==> src/eau_ram.sv <==
// Generic RAM: one write port, two read ports with registered read data.
// No dependencies.
module eau_ram #(
    parameter int WIDTH = 32,
    parameter int DEPTH = 16
) (
    input  logic                     i_clk,
    input  logic                     i_we,
    input  logic [$clog2(DEPTH)-1:0] i_waddr,
    input  logic [WIDTH-1:0]         i_wdata,
    input  logic                     i_re,
    input  logic [$clog2(DEPTH)-1:0] i_raddr_a,
    input  logic [$clog2(DEPTH)-1:0] i_raddr_b,
    output logic [WIDTH-1:0]         o_rdata_a,
    output logic [WIDTH-1:0]         o_rdata_b
);

    logic [WIDTH-1:0] r_mem [DEPTH];
    logic [WIDTH-1:0] r_rdata_a;
    logic [WIDTH-1:0] r_rdata_b;

    always_ff @(posedge i_clk) begin
        if (i_we) begin
            r_mem[i_waddr] <= i_wdata;
        end
        if (i_re) begin
            r_rdata_a <= r_mem[i_raddr_a];
            r_rdata_b <= r_mem[i_raddr_b];
        end
    end

    assign o_rdata_a = r_rdata_a;
    assign o_rdata_b = r_rdata_b;

endmodule

==> config.mk <==
export PLATFORM = sky130hd
export DESIGN_NAME = eau_ram
export DESIGN_NICKNAME = d
export VERILOG_FILES = /design/src/eau_ram.sv
export SDC_FILE = /design/constraint.sdc
export NUM_CORES = 1
export LEC_CHECK = 0
export ABC_AREA = 1
export ABC_CLOCK_PERIOD_IN_PS = 2500
export BUFFER_PORTS_ARGS = -buffer_cell sky130_fd_sc_hd__clkbuf_2
export CORE_ASPECT_RATIO = 1.4
export CORE_UTILIZATION = 25
export DETAILED_ROUTE_END_ITERATION = 10
export PLACE_DENSITY_LB_ADDON = 0.15
export RECOVER_POWER = 50
export SYNTH_ARGS = -nofsm -noshare
export SYNTH_HDL_FRONTEND = slang
export SYNTH_SLANG_ARGS = --single-unit
==> constraint.sdc <==
create_clock -name i_clk -period 2.5 [get_ports i_clk]
set_input_delay 0.25 -clock i_clk [delete_from_list [all_inputs] [get_ports i_clk]]
set_output_delay 0.25 -clock i_clk [all_outputs]
set_load 0.03 [all_outputs]
# After elaboration in Yosys (flattened, before gate mapping)
# Memory sizes are Yosys's and may differ from the RTL's. A register that Yosys moved wholly into a read port is not among the register bits.
# Index checks and enable logic that the tools add are counted.
# word_totals
register_bits,0
n_memories,1
out_inout_bits,64
in_bits,47
wordCells,3
mem_bits_rw,512
# mem_list
name,words,word_bits,rd,rd_clocked_by_memory_dff,write_ports,line,source
r_mem,16,32,2,2,1,18,logic [WIDTH-1:0] r_mem [DEPTH];
# classes
n_mux,2
# op_table
cell,count
$mux 1,2

# Longest topological paths before layout
# Gate-level depths: netlist (run 1).
# logic_depth
ltp_word,2
mapped_depth,9
mapped_depth_nobuf,6

# Worst setup path before layout (run 1)
# No wires, ideal clock.
# synth_path
path_kind,input to register
from,input port i_waddr[2]
to,"memory r_mem[10][0], enable pin"
t_arrival_ns,1.822
setup_ns,0.421
n_path_buf,0
required_ns,2.079
setup_slack_ns,0.257
stages,2
path_cell_list,nand3b_1 -> nor2_1
# synth_rtl
element,line,source
"start, declared",9,"input logic [$clog2(DEPTH)-1:0] i_waddr,"
"end, declared",18,
# No word-level cell before the write port.

# Worst setup path after layout (run 1)
# layout_path
from,input port i_re
to,"register r_rdata_b[20] (netlist: o_rdata_b[20]) (read register of r_mem), enable pin"
# layout_rtl
element,line,source
"start, declared",11,"input logic i_re,"
"end, declared",20,logic [WIDTH-1:0] r_rdata_b;
# No word-level cell between the ends.

==> metrics.txt, run 1 <==
# TYPE chip_impl_metric gauge
chip_impl_info{name="status",value="complete, but fails checks"} 1
chip_impl_info{name="failed_checks",value="capacitance limit, slew limit"} 1
chip_impl_info{name="synth_top_cells_by_count",value="1093 x nand2_1, 897 x nand3_1, 576 x edfxtp_1"} 1
chip_impl_metric{name="synth_edf_count",unit=""} 576
chip_impl_metric{name="die_h",unit="µm"} 407
chip_impl_info{name="worstSetupStartpointType",value="primary input"} 1
chip_impl_info{name="slowest_stage",value="clkbuf_1"} 1
chip_impl_metric{name="yosys.cell_types.count",unit=""} 14
chip_impl_metric{name="routed_wire_length_per_instance",unit="µm"} 22.0
chip_impl_metric{name="first_global_vias",unit=""} 22500
chip_impl_metric{name="die_w",unit="µm"} 291
chip_impl_metric{name="fp.dieArea",unit="mm²"} 0.119
chip_impl_metric{name="hold_path_depth",unit=""} 1
chip_impl_metric{name="cts_sinks",unit=""} 576
chip_impl_metric{name="drt_iter0_drc",unit=""} 1694
chip_impl_metric{name="grtUsageTotal",unit="%"} 18.0
chip_impl_metric{name="timing.slew.headroom",unit="%"} -20.9
chip_impl_info{name="cts_root_buffer",value="clkbuf_16"} 1
chip_impl_info{name="synth_area_leaders",value="edfxtp_1 59%, nand3_1 15%, nand2_1 14%, inv_1 6.6%, buf_6 2.0%"} 1
chip_impl_metric{name="setup-tns-final",unit="ns"} 0
chip_impl_metric{name="timing.critical_path.fanout_max",unit=""} 22
chip_impl_metric{name="cellPowerDensity",unit="mW/mm²"} 676
chip_impl_info{name="timing.critical_path.to_type",value="register"} 1
chip_impl_metric{name="design_power_total",unit="mW"} 22.8
chip_impl_metric{name="critPathBufInv",unit=""} 2
chip_impl_metric{name="wl",unit="mm"} 108
chip_impl_metric{name="insertion_delay",unit="ns"} 0.65
chip_impl_metric{name="period_utilization",unit="%"} 75.1
chip_impl_info{name="leading_cell_type_by_number_of_instances_after_synthesis",value="nand2_1"} 1
chip_impl_info{name="timing.hold.worst.start",value="i_re"} 1
chip_impl_metric{name="clkTransAtPathRegs",unit="ns"} 0.06
chip_impl_metric{name="peakVddDrop",unit="mV"} 0.536
chip_impl_metric{name="worst_r2r_path_depth",unit=""} 6
chip_impl_info{name="hold_end",value="o_rdata_a[10]$_DFFE_PP_"} 1
chip_impl_info{name="synth_flop_cell",value="edfxtp_1"} 1
chip_impl_metric{name="global_route.overflow_total",unit=""} 0
chip_impl_metric{name="first_pass_iters",unit=""} 7
chip_impl_info{name="synth_largest_area_cell",value="edfxtp_1"} 1
chip_impl_metric{name="grt_antenna_before_repair",unit=""} 5
chip_impl_metric{name="period_minus_slack",unit="ns"} 1.88
chip_impl_info{name="path_cells",value="buf_4 > clkbuf_1"} 1
chip_impl_metric{name="grt_start_max_net_pins",unit=""} 81
chip_impl_metric{name="postSynthCellCount",unit=""} 3317
chip_impl_metric{name="synth_fp_nets",unit=""} 3364
chip_impl_metric{name="finish.net_count",unit=""} 3423
chip_impl_metric{name="finalMaxSlewViolations",unit=""} 71
chip_impl_metric{name="synthArstFlopShare",unit="%"} 0
chip_impl_metric{name="synth.top_cell.area_share",unit="%"} 59.0
chip_impl_metric{name="placement_rows",unit=""} 148
chip_impl_metric{name="leak",unit="nW"} 14.4
chip_impl_metric{name="max-cap-violations",unit=""} 3
chip_impl_metric{name="critical_path.max_stage_delay",unit="ns"} 1.36
chip_impl_info{name="timing.setup.critical_path_class",value="primary input to register"} 1
chip_impl_metric{name="start_util",unit="%"} 25.2
chip_impl_metric{name="synth_seq_cells",unit=""} 576
chip_impl_metric{name="finalSetupViolations",unit=""} 0
chip_impl_metric{name="numCtsBuffers",unit=""} 61
chip_impl_metric{name="synthToLayoutAreaGrowth",unit="%"} 15.1
chip_impl_metric{name="timing_worst_slew_pin_value",unit="ns"} 1.81
chip_impl_info{name="timing.critical_path.max_delay_family",value="buffers and inverters"} 1
chip_impl_metric{name="cts-root-to-sink-buffers",unit=""} 3
chip_impl_metric{name="synth-seq-area-share",unit="%"} 59.0
chip_impl_metric{name="pin_count",unit=""} 111
chip_impl_info{name="worst_hold_path_type",value="primary input to register"} 1
chip_impl_metric{name="input_output_buffers",unit=""} 110
chip_impl_info{name="worstReg2RegEnd",value="o_rdata_a[4]$_DFFE_PP_"} 1
chip_impl_metric{name="fmax",unit="MHz"} 532
chip_impl_info{name="rr_startpoint",value="r_mem[9][4]$_DFFE_PP_"} 1
chip_impl_metric{name="placeableCoreArea",unit="mm²"} 0.116
chip_impl_metric{name="finalHoldViolations",unit=""} 0
chip_impl_metric{name="netlist_area_pre_place",unit="mm²"} 0.0293
chip_impl_metric{name="grt_pass1_wl",unit="mm"} 157
chip_impl_metric{name="detailedPlacementHpwl",unit="mm"} 59.4
chip_impl_metric{name="via_per_inst",unit=""} 4.63
chip_impl_metric{name="post-route-drc-count",unit=""} 0
chip_impl_metric{name="globalplace.congestion",unit=""} 0.765
chip_impl_metric{name="worst_ep_required_time",unit="ns"} 2.72
chip_impl_info{name="cts_tree",value="built"} 1
chip_impl_metric{name="worst_clock_skew",unit="ns"} 0.0235
chip_impl_metric{name="rrSetupSlack",unit="ns"} 1.24
chip_impl_metric{name="postSynthAreaPerCell",unit="µm²"} 8.84
chip_impl_metric{name="postRouteAntennaNets",unit=""} 0
chip_impl_metric{name="critPathArrivalTime",unit="ns"} 2.10
chip_impl_info{name="rsz0062_at_grt",value="false"} 1
chip_impl_metric{name="vias",unit=""} 22800
chip_impl_metric{name="yosys_warnings",unit=""} 0
chip_impl_metric{name="cts.htree.levels",unit=""} 2
chip_impl_metric{name="cts.repair.resized",unit=""} 0
chip_impl_metric{name="drive_above_1_share",unit="%"} 7.91
## placed cells by master (no fill, tap or decap), drive strengths merged, types with 2 or more instances in the layout
cell / synthesis / routed
buf: 197 / 97
clkinvlp: 0 / 2
nand3: 897 / 897
nand3b: 2 / 2
inv: 522 / 523
nand2: 1093 / 1093
clkbuf: 13 / 179
nor2: 17 / 17
clkinv: 0 / 29
dlygate4sd3: 0 / 2
bufinv: 0 / 8
edfxtp: 576 / 576
## routing by layer
metal  share of wire [%]  GRT usage (%)  routed length [µm]  up-vias
li1                    -              -                   -    10900
met1                  43           23.6               47000    11100
met2                  49           31.3               53200      645
met3                 4.9           2.16                5330      155
met4                 2.5           4.69                2680        4
met5               0.025              0                  27        -
## registers in the layout, indices dropped and copies added, names as in the netlist
register and count:
o_rdata_a 32, o_rdata_b 32, r_mem 512
## repair_timing
| action | 4_1_cts | 5_1_grt |
|---|---|---|
| buffers inserted | 0 | 0 |
| endpoints found under the hold margin | 32 | 0 |
| hold buffers | 2 | 0 |
| setup endpoints to repair | 0 | 0 |
## cells by family after synthesis
| family | synth area share (%) |
|---|---|
| buffers and inverters | 11.4 |
| DFF | 59.0 |
| and+or+nand+nor | 29.6 |
## metrics by stage
stage / utilization (%) / instance area (µm²) / setup WS [ns] / instances / hold WS (ns)
after floorplan: - / 29300 / 0.257 / 3317 / 0.349
after global placement: 27.4 / 31900 / 0.558 / 4811 / 0.703
after detailed placement: 27.4 / 31900 / 0.561 / 4811 / 0.703
after CTS: 29.1 / 33900 / 0.668 / 4925 / 0.00109
after global routing: 29.0 / 33700 / 0.498 / 4926 / 0.0859
final: 29.0 / 33700 / 0.621 / 4926 / 0.0998
## worst max-delay path by stage
stage | from | end | slack (ns) | depth (start not counted)
after CTS | o_rdata_a[8]$_DFFE_PP_ | o_rdata_a[8] | 0.67 | 1
after global routing | i_re | o_rdata_b[20]$_DFFE_PP_ | 0.50 | 2
after global placement | i_raddr_b[2] | o_rdata_b[13]$_DFFE_PP_ | 0.56 | 6
final | i_re | o_rdata_b[20]$_DFFE_PP_ | 0.62 | 2
after detailed placement | i_raddr_b[2] | o_rdata_b[13]$_DFFE_PP_ | 0.56 | 6
after floorplan | i_waddr[2] | r_mem[10][0]$_DFFE_PP_ | 0.26 | 2
## power by group
part,switching [mW],total [mW],leakage (nW),internal [mW]
sequential,0.0915,11.0,5.26,10.9
clock,4.05,9.32,0.968,5.27
combinational,1.80,2.46,8.16,0.658
## layout make-up
cell class	instances	area [µm²]
antenna	1	2.50
clock buffer	72	1570
clock inverter	40	403
fill	12400	82500
inverter	522	1990
multi-input combinational	2009	8750
sequential	576	17300
tap	1500	1880
timing repair buffer	206	1860
Power figures use the tool's default switching activity.
==> run 2: changes to the inputs <==
Settings changed: ABC_CLOCK_PERIOD_IN_PS 2500 to 1800.
Clock period 2.5 ns to 1.8 ns, I/O delays scaled along.
==> metrics.txt, run 2 (same netlist as run 1, synthesis figures left out) <==
# TYPE chip_impl_metric gauge
chip_impl_info{name="status",value="finished clean"} 1
chip_impl_metric{name="postLayoutSetupSlackWorst",unit="ns"} 0.201
chip_impl_metric{name="globalplace.congestion",unit=""} 0.787
chip_impl_metric{name="critPathArrivalTime",unit="ns"} 1.85
chip_impl_metric{name="grt_pass1_wl",unit="mm"} 161
chip_impl_metric{name="wl",unit="mm"} 109
chip_impl_metric{name="timing.slew.headroom",unit="%"} 0.778
chip_impl_metric{name="largest_reg_flops",unit=""} 512
chip_impl_metric{name="finalHoldViolations",unit=""} 0
chip_impl_metric{name="drt_iter0_drc",unit=""} 1914
chip_impl_metric{name="leak",unit="nW"} 14.8
chip_impl_metric{name="via_per_inst",unit=""} 4.65
chip_impl_metric{name="peakVddDrop",unit="mV"} 0.552
chip_impl_info{name="rr_startpoint",value="r_mem[7][16]$_DFFE_PP_"} 1
chip_impl_metric{name="input_output_buffers",unit=""} 110
chip_impl_metric{name="postCtsSetupRepairBufs",unit=""} 0
chip_impl_info{name="cts_root_buffer",value="clkbuf_16"} 1
chip_impl_metric{name="cts_sinks",unit=""} 576
chip_impl_metric{name="insertion_delay",unit="ns"} 0.66
chip_impl_metric{name="first_global_vias",unit=""} 23500
chip_impl_metric{name="fp.dieArea",unit="mm²"} 0.119
chip_impl_info{name="critPathLaunch",value="i_waddr[0]"} 1
chip_impl_metric{name="clkTransAtPathRegs",unit="ns"} 0.06
chip_impl_metric{name="postRouteAntennaNets",unit=""} 0
chip_impl_metric{name="finish.net_count",unit=""} 3499
chip_impl_info{name="layout_common_cells",value="1093 x nand2_1, 897 x nand3_1, 576 x edfxtp_1, 514 x inv_1, 77 x clkbuf_2"} 1
chip_impl_info{name="worstReg2RegEnd",value="o_rdata_a[16]$_DFFE_PP_"} 1
chip_impl_info{name="rsz0062_at_grt",value="false"} 1
chip_impl_metric{name="setup-tns-final",unit="ns"} 0
chip_impl_info{name="path_cells",value="clkbuf_2 > nand2_1 > buf_4 > nor2_4 > clkbuf_1"} 1
chip_impl_metric{name="critical_path.max_stage_delay",unit="ns"} 1.08
chip_impl_metric{name="routed_wire_length_per_instance",unit="µm"} 21.8
chip_impl_metric{name="global_route.overflow_total",unit=""} 0
chip_impl_metric{name="placeableCoreArea",unit="mm²"} 0.116
chip_impl_metric{name="numCtsBuffers",unit=""} 67
chip_impl_metric{name="worst_clock_skew",unit="ns"} 0.0224
chip_impl_info{name="max_flop_register",value="r_mem"} 1
chip_impl_metric{name="post-route-drc-count",unit=""} 0
chip_impl_metric{name="grt_antenna_before_repair",unit=""} 1
chip_impl_metric{name="worst_ep_required_time",unit="ns"} 2.05
chip_impl_metric{name="cts-root-to-sink-buffers",unit=""} 3
chip_impl_info{name="critical_path.endpoint",value="r_mem[7][18]$_DFFE_PP_"} 1
chip_impl_metric{name="insertedDiodeCount",unit=""} 0
chip_impl_info{name="slowest_stage",value="clkbuf_1"} 1
chip_impl_metric{name="timing_worst_slew_pin_value",unit="ns"} 1.49
chip_impl_metric{name="max-cap-violations",unit=""} 0
chip_impl_metric{name="cellPowerDensity",unit="mW/mm²"} 938
chip_impl_metric{name="period_minus_slack",unit="ns"} 1.60
chip_impl_metric{name="first_pass_iters",unit=""} 8
chip_impl_metric{name="cts.htree.levels",unit=""} 3
chip_impl_info{name="layout_commonest_cell",value="nand2_1"} 1
chip_impl_metric{name="pin_count",unit=""} 111
chip_impl_metric{name="start_util",unit="%"} 25.2
chip_impl_metric{name="grtUsageTotal",unit="%"} 18.4
chip_impl_metric{name="rrSetupSlack",unit="ns"} 0.49
chip_impl_metric{name="drive_above_1_share",unit="%"} 8.93
chip_impl_info{name="cts_tree",value="built"} 1
chip_impl_info{name="timing.setup.critical_path_class",value="primary input to register"} 1
chip_impl_metric{name="detailedPlacementHpwl",unit="mm"} 67.5
chip_impl_metric{name="detailedPlace.worstSlack",unit="ns"} 0.166
chip_impl_info{name="worstSetupStartpointType",value="primary input"} 1
chip_impl_metric{name="vias",unit=""} 23300
chip_impl_metric{name="synthToLayoutAreaGrowth",unit="%"} 18.2
chip_impl_metric{name="placement_rows",unit=""} 148
chip_impl_metric{name="die_w",unit="µm"} 291
chip_impl_metric{name="fmax",unit="MHz"} 625
chip_impl_metric{name="grt_start_max_net_pins",unit=""} 83
chip_impl_metric{name="timing.critical_path.fanout_max",unit=""} 16
chip_impl_metric{name="period_utilization",unit="%"} 88.8
chip_impl_metric{name="die_h",unit="µm"} 407
chip_impl_metric{name="layout_filler_cell_count",unit=""} 12300
chip_impl_metric{name="worst_r2r_path_depth",unit=""} 6
chip_impl_info{name="timing.critical_path.to_type",value="register"} 1
chip_impl_metric{name="finalSetupViolations",unit=""} 0
chip_impl_info{name="worst_hold_path_type",value="primary input to register"} 1
chip_impl_metric{name="finalMaxSlewViolations",unit=""} 0
[run 2: cell count changes in the layout (fill, tap and decap cells not counted), sizes merged]
| cell | before | now |
|---|---|---|
| buf | 97 | 130 |
| clkbuf | 179 | 208 |
| dlygate4sd3 | 2 | 26 |
| bufinv | 8 | 4 |
| inv | 523 | 526 |
| clkinv | 29 | 27 |
| clkinvlp | 2 | 0 |
| diode | 1 | 0 |
[run 2: area by class of cell]
type                       count  area (µm²)  area share, %
sequential                   576       17300           49.9
multi-input combinational   2009        8750           25.2
timing repair buffer         276        2640           7.62
inverter                     522        1990           5.74
tap                         1500        1880           5.42
clock buffer                  88        1760           5.07
clock inverter                35         343          0.990
[run 2: timing repair]
action,CTS,global route
hold buffers,26,0
endpoints found under the setup margin,0,0
gates resized for setup,0,0
hold endpoints to repair,351,0
[run 2: power breakdown]
part | internal, mW | switching (mW)
sequential | 15.2 | 0.112
clock | 7.54 | 5.97
combinational | 1.09 | 2.60
total | 23.8 | 8.68
[run 2: worst max-delay path, delay by kind of cell]
family	cells	cell delay [ns]
buf+inv	3	1.39
simple gates	2	0.25
[run 2: routing by layer]
metal	track usage (%)	share of wire (%)
met5	0	0.0091
met4	6.90	3.1
met3	2.28	4.4
met2	33.0	51
met1	22.3	41
[run 2: how the worst min path moves through the flow]
stage	start	endpoint	slack, ns	depth (start not counted)
final	i_wdata[31]	r_mem[1][31]$_DFFE_PP_	0.18	1
after global routing	i_wdata[18]	r_mem[9][18]$_DFFE_PP_	0.19	1
after CTS	i_wdata[31]	r_mem[0][31]$_DFFE_PP_	0.005	1
after detailed placement	i_re	o_rdata_a[28]$_DFFE_PP_	0.59	1
after global placement	i_re	o_rdata_a[28]$_DFFE_PP_	0.59	1
after floorplan	i_wdata[0]	r_mem[0][0]$_DFFE_PP_	0.28	0
[run 2: metrics by stage]
step	power, mW	util, %	hold slack (ns)	cell area, µm²	std cells
2_1_floorplan	17.6	-	0.279	29300	3317
3_3_place_gp	19.3	28.0	0.590	32600	4857
3_5_place_dp	19.3	28.0	0.589	32600	4857
4_1_cts	33.0	30.1	0.00453	35000	5006
5_1_grt	33.7	29.8	0.193	34600	5006
6_report	32.5	29.8	0.184	34600	5006
==> run 3: changes to the inputs <==
Settings changed: PLACE_DENSITY from default to 0.5, PLACE_DENSITY_LB_ADDON 0.15 to default.
==> metrics.txt, run 3 (same netlist as run 1, synthesis figures left out) <==
# TYPE chip_impl_metric gauge
chip_impl_metric{name="worst_clock_skew",unit="ns"} 0.0230
chip_impl_metric{name="design_power_total",unit="mW"} 31.2
chip_impl_info{name="rsz0062_at_grt",value="false"} 1
chip_impl_metric{name="die_w",unit="µm"} 291
chip_impl_metric{name="finalSetupViolations",unit=""} 0
chip_impl_info{name="layout_commonest_cell",value="nand2_1"} 1
chip_impl_metric{name="period_minus_slack",unit="ns"} 1.66
chip_impl_metric{name="timing.critical_path.fanout_max",unit=""} 14
chip_impl_metric{name="postCtsSetupRepairBufs",unit=""} 0
chip_impl_metric{name="insertion_delay",unit="ns"} 0.64
chip_impl_metric{name="post-route-drc-count",unit=""} 0
chip_impl_metric{name="timing.slew.headroom",unit="%"} 10.6
chip_impl_info{name="slowest_stage",value="dlymetal6s2s_1"} 1
chip_impl_metric{name="grt_pass1_wl",unit="mm"} 147
chip_impl_metric{name="drt_iter0_drc",unit=""} 1957
chip_impl_metric{name="insertedDiodeCount",unit=""} 0
chip_impl_metric{name="numCtsBuffers",unit=""} 56
chip_impl_info{name="timing.critical_path.to_type",value="register"} 1
chip_impl_metric{name="cellPowerDensity",unit="mW/mm²"} 911
chip_impl_metric{name="finalHoldViolations",unit=""} 0
chip_impl_metric{name="fin_worst_hold_slack",unit="ns"} 0.0924
chip_impl_metric{name="fp.dieArea",unit="mm²"} 0.119
chip_impl_metric{name="routed_wire_length_per_instance",unit="µm"} 20.1
chip_impl_metric{name="start_util",unit="%"} 25.2
chip_impl_metric{name="fin_area",unit="mm²"} 0.0343
chip_impl_metric{name="peakVddDrop",unit="mV"} 0.630
chip_impl_info{name="timing.critical_path.max_delay_family",value="buffers and inverters"} 1
chip_impl_metric{name="drive_above_1_share",unit="%"} 8.45
chip_impl_info{name="status",value="finished clean"} 1
chip_impl_metric{name="worst_r2r_path_depth",unit=""} 7
chip_impl_metric{name="grt_start_max_net_pins",unit=""} 100
chip_impl_info{name="timing.hold.worst.start",value="i_raddr_a[1]"} 1
chip_impl_metric{name="cts.htree.levels",unit=""} 2
chip_impl_info{name="layout_common_cells",value="1093 x nand2_1, 897 x nand3_1, 576 x edfxtp_1, 514 x inv_1, 73 x clkbuf_2"} 1
chip_impl_metric{name="cts-hold-fix-buffers",unit=""} 28
chip_impl_metric{name="clkTransAtPathRegs",unit="ns"} 0.06
chip_impl_metric{name="globalplace.congestion",unit=""} 0.802
chip_impl_metric{name="placeableCoreArea",unit="mm²"} 0.116
chip_impl_metric{name="detailedPlacementHpwl",unit="mm"} 59.3
chip_impl_metric{name="timing_worst_slew_pin_value",unit="ns"} 1.34
chip_impl_metric{name="placement_rows",unit=""} 148
chip_impl_info{name="hold_end",value="o_rdata_a[6]$_DFFE_PP_"} 1
chip_impl_metric{name="wl",unit="mm"} 100
chip_impl_info{name="cts_tree",value="built"} 1
chip_impl_metric{name="synthToLayoutAreaGrowth",unit="%"} 16.9
chip_impl_metric{name="first_global_vias",unit=""} 22600
chip_impl_info{name="timing.setup.critical_path_class",value="primary input to register"} 1
chip_impl_metric{name="leak",unit="nW"} 14.6
chip_impl_metric{name="pin_count",unit=""} 111
chip_impl_metric{name="cts.repair.resized",unit=""} 0
chip_impl_metric{name="rrSetupSlack",unit="ns"} 0.43
chip_impl_metric{name="dpl-instance-area",unit="mm²"} 0.0322
chip_impl_info{name="worstSetupStartpointType",value="primary input"} 1
chip_impl_info{name="rr_startpoint",value="r_mem[9][13]$_DFFE_PP_"} 1
chip_impl_metric{name="input_output_buffers",unit=""} 110
chip_impl_metric{name="via_per_inst",unit=""} 4.70
chip_impl_metric{name="first_pass_iters",unit=""} 8
chip_impl_metric{name="critPathArrivalTime",unit="ns"} 1.89
chip_impl_metric{name="critPathBufInv",unit=""} 3
chip_impl_metric{name="die_h",unit="µm"} 407
chip_impl_metric{name="critical_path_depth",unit=""} 5
chip_impl_metric{name="worst_ep_required_time",unit="ns"} 2.03
chip_impl_info{name="worstReg2RegEnd",value="o_rdata_a[13]$_DFFE_PP_"} 1
chip_impl_metric{name="grt_antenna_before_repair",unit=""} 3
chip_impl_metric{name="largest_reg_flops",unit=""} 512
chip_impl_metric{name="cts_sinks",unit=""} 576
chip_impl_metric{name="finish.net_count",unit=""} 3466
chip_impl_metric{name="global_route.overflow_total",unit=""} 0
chip_impl_metric{name="hold_path_depth",unit=""} 5
chip_impl_info{name="cts_root_buffer",value="clkbuf_16"} 1
chip_impl_metric{name="vias",unit=""} 23300
chip_impl_metric{name="finalMaxSlewViolations",unit=""} 0
chip_impl_info{name="path_cells",value="clkbuf_2 > nand3b_1 > clkbuf_1 > nor2_4 > dlymetal6s2s_1"} 1
chip_impl_metric{name="postRouteAntennaNets",unit=""} 0
chip_impl_metric{name="cts-root-to-sink-buffers",unit=""} 3
chip_impl_info{name="worst_hold_path_type",value="primary input to register"} 1
chip_impl_metric{name="fmax",unit="MHz"} 604
chip_impl_metric{name="max-cap-violations",unit=""} 0
chip_impl_metric{name="period_utilization",unit="%"} 92.0
chip_impl_metric{name="grtUsageTotal",unit="%"} 16.5
chip_impl_info{name="max_flop_register",value="r_mem"} 1
chip_impl_metric{name="critical_path.max_stage_delay",unit="ns"} 1.00
==> run 3: cell types whose count changed in the layout (fill, tap and decap cells not counted), sizes merged <==
cell / delta
buf: -19
bufinv: +4
dlygate4sd3: +2
clkinvlp: +3
dlymetal6s2s: +1
clkbuf: -29
inv: -3
clkinv: +2
==> run 3: layer usage <==
metal	routed length, µm	GRT usage [%]
met5	33	0
met4	4550	7.82
met1	39700	19.7
met3	5340	1.77
met2	50400	29.4
==> run 3: stage by stage <==
stage	util, %	std cells	TNS (ns)	setup slack (ns)
floorplan	-	3317	-119.15	-0.373
global placement	27.7	4833	0	0.130
finish	29.5	4967	0	0.143
CTS	29.6	4967	0	0.161
detailed placement	27.7	4833	0	0.123
global route	29.5	4967	0	0.135
==> run 3: worst min-delay path, stage by stage <==
cell	delay, ns
buf_6	0.15
nand3_1	0.09
nand3_1	0.08
nand3_1	0.07
nand2_1	0.06
==> run 3: final cells by class <==
class,instances,area [µm²]
clock buffer,65,1440
sequential,576,17300
timing repair buffer,254,2460
fill,12100,82000
inverter,522,1980
tap,1500,1880
clock inverter,41,443
multi-input combinational,2009,8760
==> run 3: how the worst max path moves through the flow <==
stage                                          to                     from
final                     r_mem[11][17]$_DFFE_PP_               i_waddr[2]
after global routing      o_rdata_a[17]$_DFFE_PP_                     i_re
after CTS                           o_rdata_a[16]  o_rdata_a[16]$_DFFE_PP_
after detailed placement   o_rdata_a[0]$_DFFE_PP_             i_raddr_a[0]
after global placement     r_mem[2][18]$_DFFE_PP_               i_waddr[2]
after floorplan            r_mem[10][0]$_DFFE_PP_               i_waddr[2]
==> run 3: power by group <==
group	total (mW)	internal [mW]	switching (mW)
logic	3.50	1.03	2.47
clock network	12.4	6.90	5.48
registers	15.3	15.2	0.142
total	31.2	23.1	8.10
